## src/design/plsm_pkg.sv

```systemverilog
// ----------------------------------------------------------------------------
// Piecewise-linear sample map package
// Breakpoint tables, field widths and the item types shared by the core.
// ----------------------------------------------------------------------------
package plsm_pkg;

   // Number of breakpoints in use, limited to 2..16.
   localparam int BREAKPOINTS = 10;
   localparam int NPTS = (BREAKPOINTS < 2) ? 2 : ((BREAKPOINTS > 16) ? 16 : BREAKPOINTS);
   localparam int LAST = NPTS - 1;

   localparam int SAMPLE_W = 12;
   localparam int SIZE_W   = 12;
   localparam int SEG_W    = 4;
   localparam int PT_W     = 13;     // input points reach 4100
   localparam int OPT_W    = 12;     // output points reach 2100
   localparam int QUO_W    = OPT_W;  // quotient stays below the output span
   localparam int PROD_W   = PT_W + OPT_W;

   // The division by the input span of a segment is a multiplication by a
   // rounded-up reciprocal. The rounding excess of each reciprocal times the
   // largest product stays below 2^RECIP_K, so the high bits give the exact
   // floor of the quotient.
   localparam int RECIP_K  = 28;
   localparam int RECIP_W  = 22;
   localparam int SCALE_W  = PROD_W + RECIP_W;
   localparam longint RECIP_ONE = longint'(1) << RECIP_K;
   localparam logic [RECIP_W-1:0] RECIP_DEN500 = RECIP_W'((RECIP_ONE + 499) / 500);
   localparam logic [RECIP_W-1:0] RECIP_DEN100 = RECIP_W'((RECIP_ONE + 99) / 100);

   localparam int QUEUE_DEPTH = 2;
   localparam int QPTR_W = 1;
   localparam int QCNT_W = 2;

   localparam logic [SEG_W-1:0] LAST_IDX = SEG_W'(LAST);
   localparam logic [SEG_W-1:0] LAST_SEG = SEG_W'(LAST - 1);

   function automatic logic [PT_W-1:0] in_pt(input logic [SEG_W-1:0] idx);
      logic [PT_W-1:0] pt;
      unique case (idx)
         4'd0:    pt = PT_W'(0);
         4'd1:    pt = PT_W'(500);
         4'd2:    pt = PT_W'(1000);
         4'd3:    pt = PT_W'(1500);
         4'd4:    pt = PT_W'(2000);
         4'd5:    pt = PT_W'(2500);
         4'd6:    pt = PT_W'(3000);
         4'd7:    pt = PT_W'(3500);
         4'd8:    pt = PT_W'(4000);
         default: pt = PT_W'(4100);
      endcase
      return pt;
   endfunction

   function automatic logic [OPT_W-1:0] out_pt(input logic [SEG_W-1:0] idx);
      logic [OPT_W-1:0] pt;
      unique case (idx)
         4'd0:    pt = OPT_W'(1);
         4'd1:    pt = OPT_W'(20);
         4'd2:    pt = OPT_W'(60);
         4'd3:    pt = OPT_W'(120);
         4'd4:    pt = OPT_W'(250);
         4'd5:    pt = OPT_W'(300);
         4'd6:    pt = OPT_W'(500);
         4'd7:    pt = OPT_W'(800);
         4'd8:    pt = OPT_W'(1200);
         default: pt = OPT_W'(2100);
      endcase
      return pt;
   endfunction

   // Reciprocal of the input span of the segment that starts at idx.
   function automatic logic [RECIP_W-1:0] recip_pt(input logic [SEG_W-1:0] idx);
      logic [RECIP_W-1:0] m;
      unique case (idx) inside
         [4'd0:4'd7]: m = RECIP_DEN500;
         4'd8:        m = RECIP_DEN100;
         default:     m = '0;
      endcase
      return m;
   endfunction

   // A classified sample: base output, offset into the segment, output span
   // and the reciprocal of the input span of the segment.
   typedef struct packed {
      logic [SEG_W-1:0]   seg;
      logic [OPT_W-1:0]   base;
      logic [PT_W-1:0]    offset;
      logic [OPT_W-1:0]   span;
      logic [RECIP_W-1:0] recip;
   } front_item_type;

endpackage

```

## src/design/plsm_req_if.sv

```systemverilog
// ----------------------------------------------------------------------------
// Sample request channel
// Valid/ready channel that carries one converter sample per beat.
// ----------------------------------------------------------------------------
interface plsm_req_if;
   logic                           valid;
   logic                           ready;
   logic [plsm_pkg::SAMPLE_W-1:0]  sample;

   modport source (output valid, output sample, input ready);
   modport sink   (input valid, input sample, output ready);
endinterface

```

## src/design/plsm_rsp_if.sv

```systemverilog
// ----------------------------------------------------------------------------
// Mapped size response channel
// Valid/ready channel that carries one mapped size and its segment per beat.
// ----------------------------------------------------------------------------
interface plsm_rsp_if;
   logic                          valid;
   logic                          ready;
   logic [plsm_pkg::SIZE_W-1:0]   mapped_size;
   logic [plsm_pkg::SEG_W-1:0]    segment;

   modport source (output valid, output mapped_size, output segment, input ready);
   modport sink   (input valid, input mapped_size, input segment, output ready);
endinterface

```

## src/design/piecewise_linear_sample_map_core.sv

```systemverilog
// ----------------------------------------------------------------------------
// Piecewise-linear sample map core
// Maps twelve-bit converter samples through a fixed breakpoint curve.
// ----------------------------------------------------------------------------
// Usage:
// A sample enters on the req_if channel and leaves as one beat on the rsp_if
// channel with the interpolated size, rounded down, and the index of the
// lower breakpoint of the segment used. Results come out in sample order.
// The classifier registers a sample at the accepting edge; the item then
// passes through the queue, the offset-by-span multiplier, the reciprocal
// scaling and the output register that adds the segment base, which drives
// rsp_if.valid.
// Throughput is one sample per cycle while rsp_if.ready is high; the two
// multiplier stages set the latency. When the receiver holds off ready, the
// datapath freezes, the two-entry queue and the classifier register fill,
// and req_if.ready drops once both are full. The block keeps no state beyond
// the items in flight; reset empties the pipeline and the queue, and
// req_if.ready is high the cycle after.
// ----------------------------------------------------------------------------
module piecewise_linear_sample_map_core (
   input  logic        clock,
   input  logic        reset,
   plsm_req_if.sink    req_if,
   plsm_rsp_if.source  rsp_if
);

   logic                      front_valid;
   plsm_pkg::front_item_type  front_item;
   logic                      queue_ready;
   logic                      queue_valid;
   plsm_pkg::front_item_type  queue_item;
   logic                      back_take;

   plsm_front u_front (
      .clock      (clock),
      .reset      (reset),
      .req_if     (req_if),
      .item_valid (front_valid),
      .item_out   (front_item),
      .item_take  (queue_ready)
   );

   plsm_queue u_queue (
      .clock      (clock),
      .reset      (reset),
      .push_valid (front_valid),
      .push_item  (front_item),
      .push_ready (queue_ready),
      .pop_valid  (queue_valid),
      .pop_item   (queue_item),
      .pop_take   (back_take)
   );

   plsm_back u_back (
      .clock      (clock),
      .reset      (reset),
      .item_valid (queue_valid),
      .item_in    (queue_item),
      .item_take  (back_take),
      .rsp_if     (rsp_if)
   );

endmodule

```

## src/design/plsm_front.sv

```systemverilog
// ----------------------------------------------------------------------------
// Sample classifier
// Finds the segment of each accepted sample and registers its operands.
// ----------------------------------------------------------------------------
module plsm_front (
   input  logic                     clock,
   input  logic                     reset,
   plsm_req_if.sink                 req_if,
   output logic                     item_valid,
   output plsm_pkg::front_item_type item_out,
   input  logic                     item_take
);

   logic                          front_valid_ff;
   plsm_pkg::front_item_type      front_item_ff;
   plsm_pkg::front_item_type      front_item_in;
   logic [plsm_pkg::PT_W-1:0]     sample_ext;
   logic [plsm_pkg::SEG_W-1:0]    seg_sel;
   logic [plsm_pkg::SEG_W-1:0]    seg_nxt;
   logic                          below;
   logic                          above;

   assign req_if.ready = !front_valid_ff || item_take;

   always_comb begin
      sample_ext = {1'b0, req_if.sample};
      below = sample_ext < plsm_pkg::in_pt(4'd0);
      above = sample_ext >= plsm_pkg::in_pt(plsm_pkg::LAST_IDX);

      // Every segment is compared at once; the lowest match wins.
      seg_sel = '0;
      for (int i = plsm_pkg::LAST - 1; i >= 0; i--) begin
         if (plsm_pkg::in_pt(plsm_pkg::SEG_W'(i)) <= sample_ext &&
             sample_ext < plsm_pkg::in_pt(plsm_pkg::SEG_W'(i + 1))) begin
            seg_sel = plsm_pkg::SEG_W'(i);
         end
      end
      seg_nxt = seg_sel + plsm_pkg::SEG_W'(1);

      // Out-of-table samples are sent as an empty interpolation on the end point.
      front_item_in.offset = '0;
      front_item_in.span   = '0;
      front_item_in.recip  = '0;
      if (below) begin
         front_item_in.seg  = '0;
         front_item_in.base = plsm_pkg::out_pt(4'd0);
      end else if (above) begin
         front_item_in.seg  = plsm_pkg::LAST_SEG;
         front_item_in.base = plsm_pkg::out_pt(plsm_pkg::LAST_IDX);
      end else begin
         front_item_in.seg    = seg_sel;
         front_item_in.base   = plsm_pkg::out_pt(seg_sel);
         front_item_in.offset = sample_ext - plsm_pkg::in_pt(seg_sel);
         front_item_in.span   = plsm_pkg::out_pt(seg_nxt) - plsm_pkg::out_pt(seg_sel);
         front_item_in.recip  = plsm_pkg::recip_pt(seg_sel);
      end
   end

   always_ff @(posedge clock) begin
      if (reset) begin
         front_valid_ff <= 1'b0;
      end else if (req_if.ready) begin
         front_valid_ff <= req_if.valid;
      end
   end

   always_ff @(posedge clock) begin
      if (req_if.valid && req_if.ready) begin
         front_item_ff <= front_item_in;
      end
   end

   assign item_valid = front_valid_ff;
   assign item_out   = front_item_ff;

endmodule

```

## src/design/plsm_queue.sv

```systemverilog
// ----------------------------------------------------------------------------
// Classifier to datapath queue
// Two-entry queue that lets the classifier and the datapath stall apart.
// ----------------------------------------------------------------------------
module plsm_queue (
   input  logic                     clock,
   input  logic                     reset,
   input  logic                     push_valid,
   input  plsm_pkg::front_item_type push_item,
   output logic                     push_ready,
   output logic                     pop_valid,
   output plsm_pkg::front_item_type pop_item,
   input  logic                     pop_take
);

   plsm_pkg::front_item_type       entry_ff [plsm_pkg::QUEUE_DEPTH];
   logic [plsm_pkg::QPTR_W-1:0]    wr_ptr_ff;
   logic [plsm_pkg::QPTR_W-1:0]    rd_ptr_ff;
   logic [plsm_pkg::QCNT_W-1:0]    count_ff;
   logic [plsm_pkg::QCNT_W-1:0]    count_in;
   logic                           push;
   logic                           pop;

   // Ready comes from the registered count only, so no path runs through.
   assign push_ready = count_ff < plsm_pkg::QCNT_W'(plsm_pkg::QUEUE_DEPTH);
   assign pop_valid  = count_ff != '0;
   assign pop_item   = entry_ff[rd_ptr_ff];
   assign push       = push_valid && push_ready;
   assign pop        = pop_take && pop_valid;

   always_comb begin
      case ({push, pop})
         2'b10:   count_in = count_ff + plsm_pkg::QCNT_W'(1);
         2'b01:   count_in = count_ff - plsm_pkg::QCNT_W'(1);
         default: count_in = count_ff;
      endcase
   end

   always_ff @(posedge clock) begin
      if (reset) begin
         wr_ptr_ff <= '0;
         rd_ptr_ff <= '0;
         count_ff  <= '0;
      end else begin
         count_ff <= count_in;
         if (push) begin
            wr_ptr_ff <= wr_ptr_ff + plsm_pkg::QPTR_W'(1);
         end
         if (pop) begin
            rd_ptr_ff <= rd_ptr_ff + plsm_pkg::QPTR_W'(1);
         end
      end
   end

   always_ff @(posedge clock) begin
      if (push) begin
         entry_ff[wr_ptr_ff] <= push_item;
      end
   end

endmodule

```

## src/design/plsm_back.sv

```systemverilog
// ----------------------------------------------------------------------------
// Interpolation datapath
// Multiplies the segment offset by the output span, scales the product by
// the reciprocal of the input span and adds the segment base.
// ----------------------------------------------------------------------------
module plsm_back (
   input  logic                     clock,
   input  logic                     reset,
   input  logic                     item_valid,
   input  plsm_pkg::front_item_type item_in,
   output logic                     item_take,
   plsm_rsp_if.source               rsp_if
);

   logic                             advance;
   logic                             mul_valid_ff;
   logic [plsm_pkg::PROD_W-1:0]      mul_prod_ff;
   logic [plsm_pkg::RECIP_W-1:0]     mul_recip_ff;
   logic [plsm_pkg::OPT_W-1:0]       mul_base_ff;
   logic [plsm_pkg::SEG_W-1:0]       mul_seg_ff;
   logic [plsm_pkg::SCALE_W-1:0]     scale_prod;
   logic                             scale_valid_ff;
   logic [plsm_pkg::QUO_W-1:0]       scale_quo_ff;
   logic [plsm_pkg::OPT_W-1:0]       scale_base_ff;
   logic [plsm_pkg::SEG_W-1:0]       scale_seg_ff;
   logic                             out_valid_ff;
   logic [plsm_pkg::SIZE_W-1:0]      out_size_ff;
   logic [plsm_pkg::SEG_W-1:0]       out_seg_ff;
   logic [plsm_pkg::SIZE_W:0]        size_sum;

   // The whole datapath moves together whenever the output slot can drain.
   assign advance   = !out_valid_ff || rsp_if.ready;
   assign item_take = advance;

   // The quotient is the product scaled by the reciprocal, shifted down.
   assign scale_prod = plsm_pkg::SCALE_W'(mul_prod_ff) * plsm_pkg::SCALE_W'(mul_recip_ff);

   assign size_sum = {1'b0, scale_base_ff} + {1'b0, scale_quo_ff};

   always_ff @(posedge clock) begin
      if (reset) begin
         mul_valid_ff   <= 1'b0;
         scale_valid_ff <= 1'b0;
         out_valid_ff   <= 1'b0;
      end else if (advance) begin
         mul_valid_ff   <= item_valid;
         scale_valid_ff <= mul_valid_ff;
         out_valid_ff   <= scale_valid_ff;
      end
   end

   always_ff @(posedge clock) begin
      if (advance) begin
         mul_prod_ff   <= plsm_pkg::PROD_W'(item_in.offset) * plsm_pkg::PROD_W'(item_in.span);
         mul_recip_ff  <= item_in.recip;
         mul_base_ff   <= item_in.base;
         mul_seg_ff    <= item_in.seg;
         scale_quo_ff  <= scale_prod[plsm_pkg::RECIP_K+plsm_pkg::QUO_W-1:plsm_pkg::RECIP_K];
         scale_base_ff <= mul_base_ff;
         scale_seg_ff  <= mul_seg_ff;
         out_size_ff   <= size_sum[plsm_pkg::SIZE_W-1:0];
         out_seg_ff    <= scale_seg_ff;
      end
   end

   assign rsp_if.valid       = out_valid_ff;
   assign rsp_if.mapped_size = out_size_ff;
   assign rsp_if.segment     = out_seg_ff;

endmodule

```

## src/flat_wrapper.sv

```systemverilog
// flat-port wrapper written by rule: the top's interface ports become plain ports
module piecewise_linear_sample_map_core_flat 
  (clock, reset, req_if_valid, req_if_sample, req_if_ready, rsp_if_valid, rsp_if_mapped_size, rsp_if_segment, rsp_if_ready);
  plsm_req_if req_if_i ();
  plsm_rsp_if rsp_if_i ();
  input  logic clock;
  input  logic reset;
  input wire logic [$bits(req_if_i.valid)-1:0] req_if_valid;
  input wire logic [$bits(req_if_i.sample)-1:0] req_if_sample;
  output wire logic [$bits(req_if_i.ready)-1:0] req_if_ready;
  output wire logic [$bits(rsp_if_i.valid)-1:0] rsp_if_valid;
  output wire logic [$bits(rsp_if_i.mapped_size)-1:0] rsp_if_mapped_size;
  output wire logic [$bits(rsp_if_i.segment)-1:0] rsp_if_segment;
  input wire logic [$bits(rsp_if_i.ready)-1:0] rsp_if_ready;
  assign req_if_i.valid = req_if_valid;
  assign req_if_i.sample = req_if_sample;
  assign req_if_ready = req_if_i.ready;
  assign rsp_if_valid = rsp_if_i.valid;
  assign rsp_if_mapped_size = rsp_if_i.mapped_size;
  assign rsp_if_segment = rsp_if_i.segment;
  assign rsp_if_i.ready = rsp_if_ready;
  piecewise_linear_sample_map_core u_core (.clock(clock), .reset(reset), .req_if(req_if_i), .rsp_if(rsp_if_i));
endmodule
```

## config.mk

```make
export PLATFORM = sky130hd
export DESIGN_NAME = piecewise_linear_sample_map_core_flat
export DESIGN_NICKNAME = d
export VERILOG_FILES = /design/src/design/plsm_pkg.sv /design/src/design/plsm_req_if.sv /design/src/design/plsm_rsp_if.sv /design/src/design/piecewise_linear_sample_map_core.sv /design/src/design/plsm_front.sv /design/src/design/plsm_queue.sv /design/src/design/plsm_back.sv /design/src/flat_wrapper.sv
export SDC_FILE = /design/constraint.sdc
export NUM_CORES = 1
export LEC_CHECK = 0
export BUFFER_PORTS_ARGS = -buffer_cell sky130_fd_sc_hd__clkbuf_2
export CAP_MARGIN = 20
export CORE_ASPECT_RATIO = 0.9
export CORE_MARGIN = 4
export CORE_UTILIZATION = 60
export CTS_CLUSTER_SIZE = 28
export DETAILED_ROUTE_END_ITERATION = 6
export MAX_ROUTING_LAYER = met4
export PLACE_DENSITY = 0.77
export SLEW_MARGIN = 20
export SYNTH_ARGS = -nofsm -noshare
export SYNTH_HDL_FRONTEND = slang
export SYNTH_SLANG_ARGS = --single-unit
```

## constraint.sdc

```tcl
create_clock -name clock -period 10.06 [get_ports clock]
set_input_delay 1.006 -clock clock [delete_from_list [all_inputs] [get_ports clock]]
set_output_delay 1.006 -clock clock [all_outputs]
set_load 0.1 [all_outputs]
```

# After elaboration in Yosys (flattened, before gate mapping)
# Memories as Yosys holds them, arrays and structs flattened. A register that Yosys moved wholly into a read port is not among the register bits.
# Cells that the tools add are included.
[word_totals] elab_cells=97 inputBits=16 reg_bits=166 rom_bits=752 ram_bits=126 n_memories=5 out_inout_bits=18
[memory_table] name="(name not given)" depth=16 width=12 rd=1 rd_clocked_by_memory_dff=1 wr=0 line="plsm_pkg.sv:57" source="unique case (idx)"
[memory_table] name="(name not given)" depth=16 width=12 rd=1 rd_clocked_by_memory_dff=0 wr=0 line="plsm_pkg.sv:57"
[memory_table] name="(name not given)" depth=16 width=12 rd=1 rd_clocked_by_memory_dff=0 wr=0 line="plsm_pkg.sv:57"
[memory_table] name="(name not given)" depth=16 width=11 rd=1 rd_clocked_by_memory_dff=0 wr=0 line="plsm_pkg.sv:40" source="unique case (idx)"
[memory_table] name="u_core.u_queue.entry_ff" depth=2 width=63 rd=1 rd_clocked_by_memory_dff=1 wr=1 line="plsm_queue.sv:16" source="plsm_pkg::front_item_type entry_ff [plsm_pkg::QUEUE_DEPTH];"
[classes] addsub=8 n_mux=18 eq_ne=3 n_mul=2 n_reduce_logical=19 magnitude_cmp=22
[ops] operator="$le A12 B12 Y1 const A" count=4
[ops] operator="$lt A12 B12 Y1 const B" count=4
[ops] operator="$pmux W22 S2" count=1
[ops] operator="$mul A25 B22 Y40" count=1
[ops] operator="$mux W4" count=9
[ops] operator="$mul A13 B12 Y25" count=1
[ops] operator="$le A11 B12 Y1 const A" count=2
[ops] operator="$lt A12 B11 Y1 const B" count=2
[ops] operator="$mux W12" count=2
[ops] operator="$ge A12 B13 Y1 const B" count=1
[ops] operator="$logic_and A1 B1 Y1" count=13
[ops] operator="$lt A12 B13 Y1 const B" count=1
[ops] operator="$mux W13" count=1
[ops] operator="$sub A12 B13 Y13" count=1
[ops] operator="$add A12 B12 Y12" count=1
[ops] operator="$le A1 B12 Y1 const A" count=1
[ops] operator="$le A10 B12 Y1 const A" count=1
[ops] operator="$le A9 B12 Y1 const A" count=1
[ops] operator="$lt A12 B10 Y1 const B" count=1
[ops] operator="$lt A12 B9 Y1 const B" count=1
[ops] operator="$sub A12 B12 Y12" count=1
[ops] operator="$add A4 B1 Y4 const B" count=1
[ops] operator="$eq A4 B4 Y1 const B" count=1
[ops] operator="$ge A4 B1 Y1 const B" count=1
[ops] operator="12 further kinds" count=19

# Depth between registers and ports, before layout
# An unclocked memory read counts as a cell.
[logic_depth] ltp_word=15 ltp_mapped=27 ltp_nobuf=25

# Hierarchy
# A second synthesis with hierarchy kept.
[hier_totals] hier_cells=3019 hier_area_um2=32124.6
[by_module_without_submodules] mod="plsm_back" area_per_inst_um2=24304.6 cells_each=2496 seq_area_each_um2=3273.1 n_inst=1
[by_module_without_submodules] mod="plsm_queue" area_per_inst_um2=4740.8 cells_each=219 seq_area_each_um2=3883.7 n_inst=1
[by_module_without_submodules] mod="plsm_front" area_per_inst_um2=3079.2 cells_each=304 seq_area_each_um2=1341.3 n_inst=1

# Worst setup path after synthesis
# Ideal clock, no wire load.
[synth_timing] path_kind="reg-to-reg" startpoint="register u_core.u_back.mul_recip_ff[15] (netlist name)" endpoint="register u_core.u_back.scale_quo_ff[11] (netlist name), data pin" path_buffers=3 setup_slack_ns=2.892 period_less_slack_ns=7.168 t_arrival_ns=6.901 stages_incl_launch_ff=26 setup_time_ns=0.266 required_time_ns=9.794 cell_sequence="edfxtp_1 > clkbuf_1 > clkbuf_1 > clkbuf_1 > and2_1 > ha_1 > fa_1 > inv_1 > fa_1 > inv_1 > fa_1 > fa_1 > fa_1 > inv_1 > fa_1 > inv_1 > ha_1 > nand2_1 > nor2_1 > a2111oi_0 > o32ai_1 > a211oi_2 > a21oi_2 > o41a_4 > mux2i_1 > nand4_1"
[synth_via] elab_chain_cells=1
[synth_lines] element="start, declared" line="plsm_back.sv:18" source="logic [plsm_pkg::RECIP_W-1:0] mul_recip_ff;"
[synth_lines] element="start signal, assigned" line="plsm_back.sv:55" source="mul_recip_ff <= item_in.recip;"
[synth_lines] element="$mul A25 B22 Y40" line="plsm_back.sv:36" source="assign scale_prod = plsm_pkg::SCALE_W'(mul_prod_ff) * plsm_pkg::SCALE_W'(mul_recip_ff);"
[synth_lines] element="named net u_core.u_back.scale_prod (one bit)" line="plsm_back.sv:21" source="logic [plsm_pkg::SCALE_W-1:0] scale_prod;"
[synth_lines] element="end signal, assigned" line="plsm_back.sv:58" source="scale_quo_ff <= scale_prod[plsm_pkg::RECIP_K+plsm_pkg::QUO_W-1:plsm_pkg::RECIP_K];"
[synth_lines] element="end, declared" line="plsm_back.sv:23" source="logic [plsm_pkg::QUO_W-1:0] scale_quo_ff;"
# The timed path passes the listed nets, and every way through them passes these cells.
# A chain may end at the register's enable or synchronous reset.

# Worst setup path after layout
[layout_timing] startpoint="register u_core.u_back.mul_recip_ff[19] (netlist name)" endpoint="register u_core.u_back.scale_quo_ff[11] (netlist name), data pin"
# The elaborated chain is that of the path after synthesis.

==> qor.yml <==
status: "finished clean"
arrival_ps: 8630
drv_slew: 0
rsz0062_at_grt: "false"
max_clock_freq_ghz: 0.120
final_area_um2: 27100
numCtsBuffers: 25
clkLatencyLatePin_ps: 560
viasPerCell: 5.43
avgSynthCellArea_um2: 10.7
rows: 71
synthToLayoutAreaGrowth_pct: 6.52
die_h_um: 203
start_util: 0.609
worstReg2RegStart: "u_core.u_back.mul_recip_ff[19]$_DFFE_PP_"
hp-start: "u_core.u_back.mul_base_ff[8]$_DFFE_PP_"
worstSetupPathType: "flip-flop to flip-flop"
critPathCaptureType: "flip-flop"
ys_seq_area_frac: 0.267
drv_cap: 0
ctsLongestPathBuffers: 3
grt_pass1_vias: 17711
cp_max_fo: 26
place.port_buffers: 33
finalSetupViolations: 0
routed_wl_um: 58300
crit_path_start: "u_core.u_back.mul_recip_ff[19]$_DFFE_PP_"
yosysWarnings: 0
ff2ff_setup_slack_ps: 1700
cp-start-kind: "flip-flop"
cts_resized: 0
hold_buffers: 0
drtAntennaViolNets: 0
fin_tns_setup_ps: 0
track_usage: 0.271
dpl_cell_area_um2: 26200
holdPathEnd: "u_core.u_back.scale_base_ff[8]$_DFFE_PP_"
cts.reportedPaths.clkPinSlew_ps: 60
antenna_found_initial: 1
period_needed_ps: 8360
htreeDepth: 1
whs_path_depth: 0
die_w_um: 225
wl_per_cell_um: 19.5
async_reset_ff_frac: 0
synth_edf_count: 220
finalClockSkew_ps: 25.5
drive_gt1_frac: 0.0570
hold_class: "flip-flop to flip-flop"
top_level_ports: 34
clock_sinks: 229
synthFlopType: "edfxtp_1"
synth-seq-cells: 229
holdWs_ps: 415
synth_nets: 3109
finalCritPeriodShare: 0.831
drc: 0
worst_pin_slew_ps: 1180
utilization: 0.648
hold_viol: 0
cts_tree: "yes"
drt_iter0_markers: 1082
placeableCoreArea_um2: 41800
place_hpwl_um: 49000
syn_inst: 2387
synth.distinct_cells: 57
netlist_area_um2: 25500
nets: 3140
grt_pass1_wl_um: 94100
grt_max_degree: 90
cts-root-buf: "clkbuf_16"
grt_overflow: 0
slew_headroom: 0.193
vias: 16205
dr.pass1.iters: 5
rr_endpoint: "u_core.u_back.scale_quo_ff[11]$_DFFE_PP_"
cp.required_ps: 10330
place_congestion: 0.980
rr_worst_depth: 24
die_area_um2: 45800
post_cts_buffers: 0
## registers in the layout (all words and copies together) (netlist names), named ones only
| signal | count |
|---|---|
| u_core.u_back.scale_seg_ff | 4 |
| u_core.u_front.item_valid | 1 |
| u_core.u_back.mul_base_ff | 12 |
| u_core.u_back.mul_prod_ff | 25 |
| u_core.u_back.scale_quo_ff | 12 |
| u_core.u_back.rsp_if.valid | 1 |
| u_core.u_queue.entry_ff | 88 |
| u_core.u_back.rsp_if.mapped_size | 12 |
| u_core.u_queue.wr_ptr_ff | 1 |
| u_core.u_queue.count_ff | 2 |
| u_core.u_back.mul_valid_ff | 1 |
| u_core.u_back.mul_seg_ff | 4 |
| u_core.u_front.item_out | 44 |
| u_core.u_back.scale_base_ff | 12 |
| u_core.u_queue.rd_ptr_ff | 1 |
| u_core.u_back.rsp_if.segment | 4 |
| u_core.u_back.mul_recip_ff | 3 |
| u_core.u_back.scale_valid_ff | 1 |
## metrics by stage
stage               std cells  setup slack, ps
global placement         2938             1930
finish                   2985             1700
global route             2985             1430
floorplan                2387             2890
CTS                      2984             1790
detailed placement       2938             1820
## worst max-delay path by stage
stage / to / depth (start not counted)
floorplan: u_core.u_back.scale_quo_ff[11]$_DFFE_PP_ / 25
CTS: u_core.u_back.scale_quo_ff[11]$_DFFE_PP_ / 24
detailed placement: u_core.u_back.scale_quo_ff[11]$_DFFE_PP_ / 23
global route: u_core.u_back.scale_quo_ff[11]$_DFFE_PP_ / 23
global placement: u_core.u_back.scale_quo_ff[11]$_DFFE_PP_ / 24
finish: u_core.u_back.scale_quo_ff[11]$_DFFE_PP_ / 24
## layer usage
metal	global-route usage	part of all wire	vias up
met2	0.427	0.47	415
met3	0.0445	0.059	80
met4	0.0659	0.027	0
met5	-	0	-
met1	0.377	0.45	8129
li1	-	-	7581
## worst max-delay path, stage by stage (launching register included)
cell and delay, ps:
edfxtp_1 840, nand2_1 210, inv_1 310, ha_1 320, fa_1 540, inv_1 70, fa_1 480, inv_1 50
fa_1 520, fa_1 440, fa_1 540, inv_1 50, fa_1 530, inv_1 40, ha_1 310, a21oi_1 170
nor2_1 60, a2111oi_0 1010, buf_4 260, o32ai_1 100, a211oi_2 460, a21oi_2 140, o41a_4 400, mux2i_1 150
nand4_1 90
## synth_stat cells, drive strengths merged, types with 4 or more instances
master | instances | area [µm²]
a21boi | 11 | 82.6
a21o | 22 | 165
a21oi | 56 | 288
a31oi | 5 | 31.3
and2 | 70 | 438
and3 | 5 | 31.3
buf | 5 | 20.0
clkbuf | 32 | 120
dfxtp | 9 | 180
edfxtp | 220 | 6610
fa | 352 | 7050
ha | 354 | 4430
inv | 612 | 2300
mux2 | 44 | 495
mux2i | 24 | 240
nand2 | 191 | 717
nand2b | 9 | 56.3
nand3 | 17 | 85.1
nand4 | 5 | 31.3
nor2 | 120 | 450
nor2b | 13 | 81.3
nor3 | 16 | 80.1
o2111ai | 5 | 50.0
o211ai | 4 | 30.0
o21a | 5 | 37.5
o21ai | 49 | 245
o21bai | 7 | 52.6
o22ai | 6 | 37.5
or3 | 4 | 25.0
xnor2 | 62 | 543
xor2 | 24 | 210
## area by class of cell
| cell class | instances | area, µm² |
|---|---|---|
| diodes | 1 | 2.50 |
| clock buffers | 34 | 679 |
| clock inverters | 12 | 186 |
| fillers | 3363 | 14700 |
| inverters | 614 | 2310 |
| multi-input cells | 1507 | 16200 |
| flip-flops and latches | 229 | 6790 |
| well taps | 547 | 684 |
| repair buffers | 41 | 229 |
## cells by family (layout without fill, tap and decap cells)
group | after synthesis | in the layout | share of synthesized area
and+or+nand+nor | 458 | 458 | 0.0807
DFF | 229 | 229 | 0.267
buffers and inverters | 651 | 701 | 0.0960
AOI/OAI and AO/OA | 189 | 189 | 0.0475
xor gates and xnor gates | 86 | 86 | 0.0296
adders and majority gates | 706 | 706 | 0.451
other | 0 | 1 | 0
muxes | 68 | 68 | 0.0289
## placed cells by master (no fill, tap or decap), types with 11 or more instances in the layout
cell type	instances
a21boi_0	11
nand3_1	17
edfxtp_1	220
o21ai_0	48
inv_1	611
and2_1	69
ha_1	354
clkbuf_2	33
mux2i_1	24
mux2_2	44
nor2_1	118
a21oi_1	54
xor2_1	24
xnor2_1	62
nand2_1	191
nor2b_1	13
fa_1	352
clkbuf_16	25
a21o_1	22
nor3_1	16
Power is left out: the tool's default activity adds up to more than one toggle a clock period on the data nets, which glitch-free logic cannot reach.
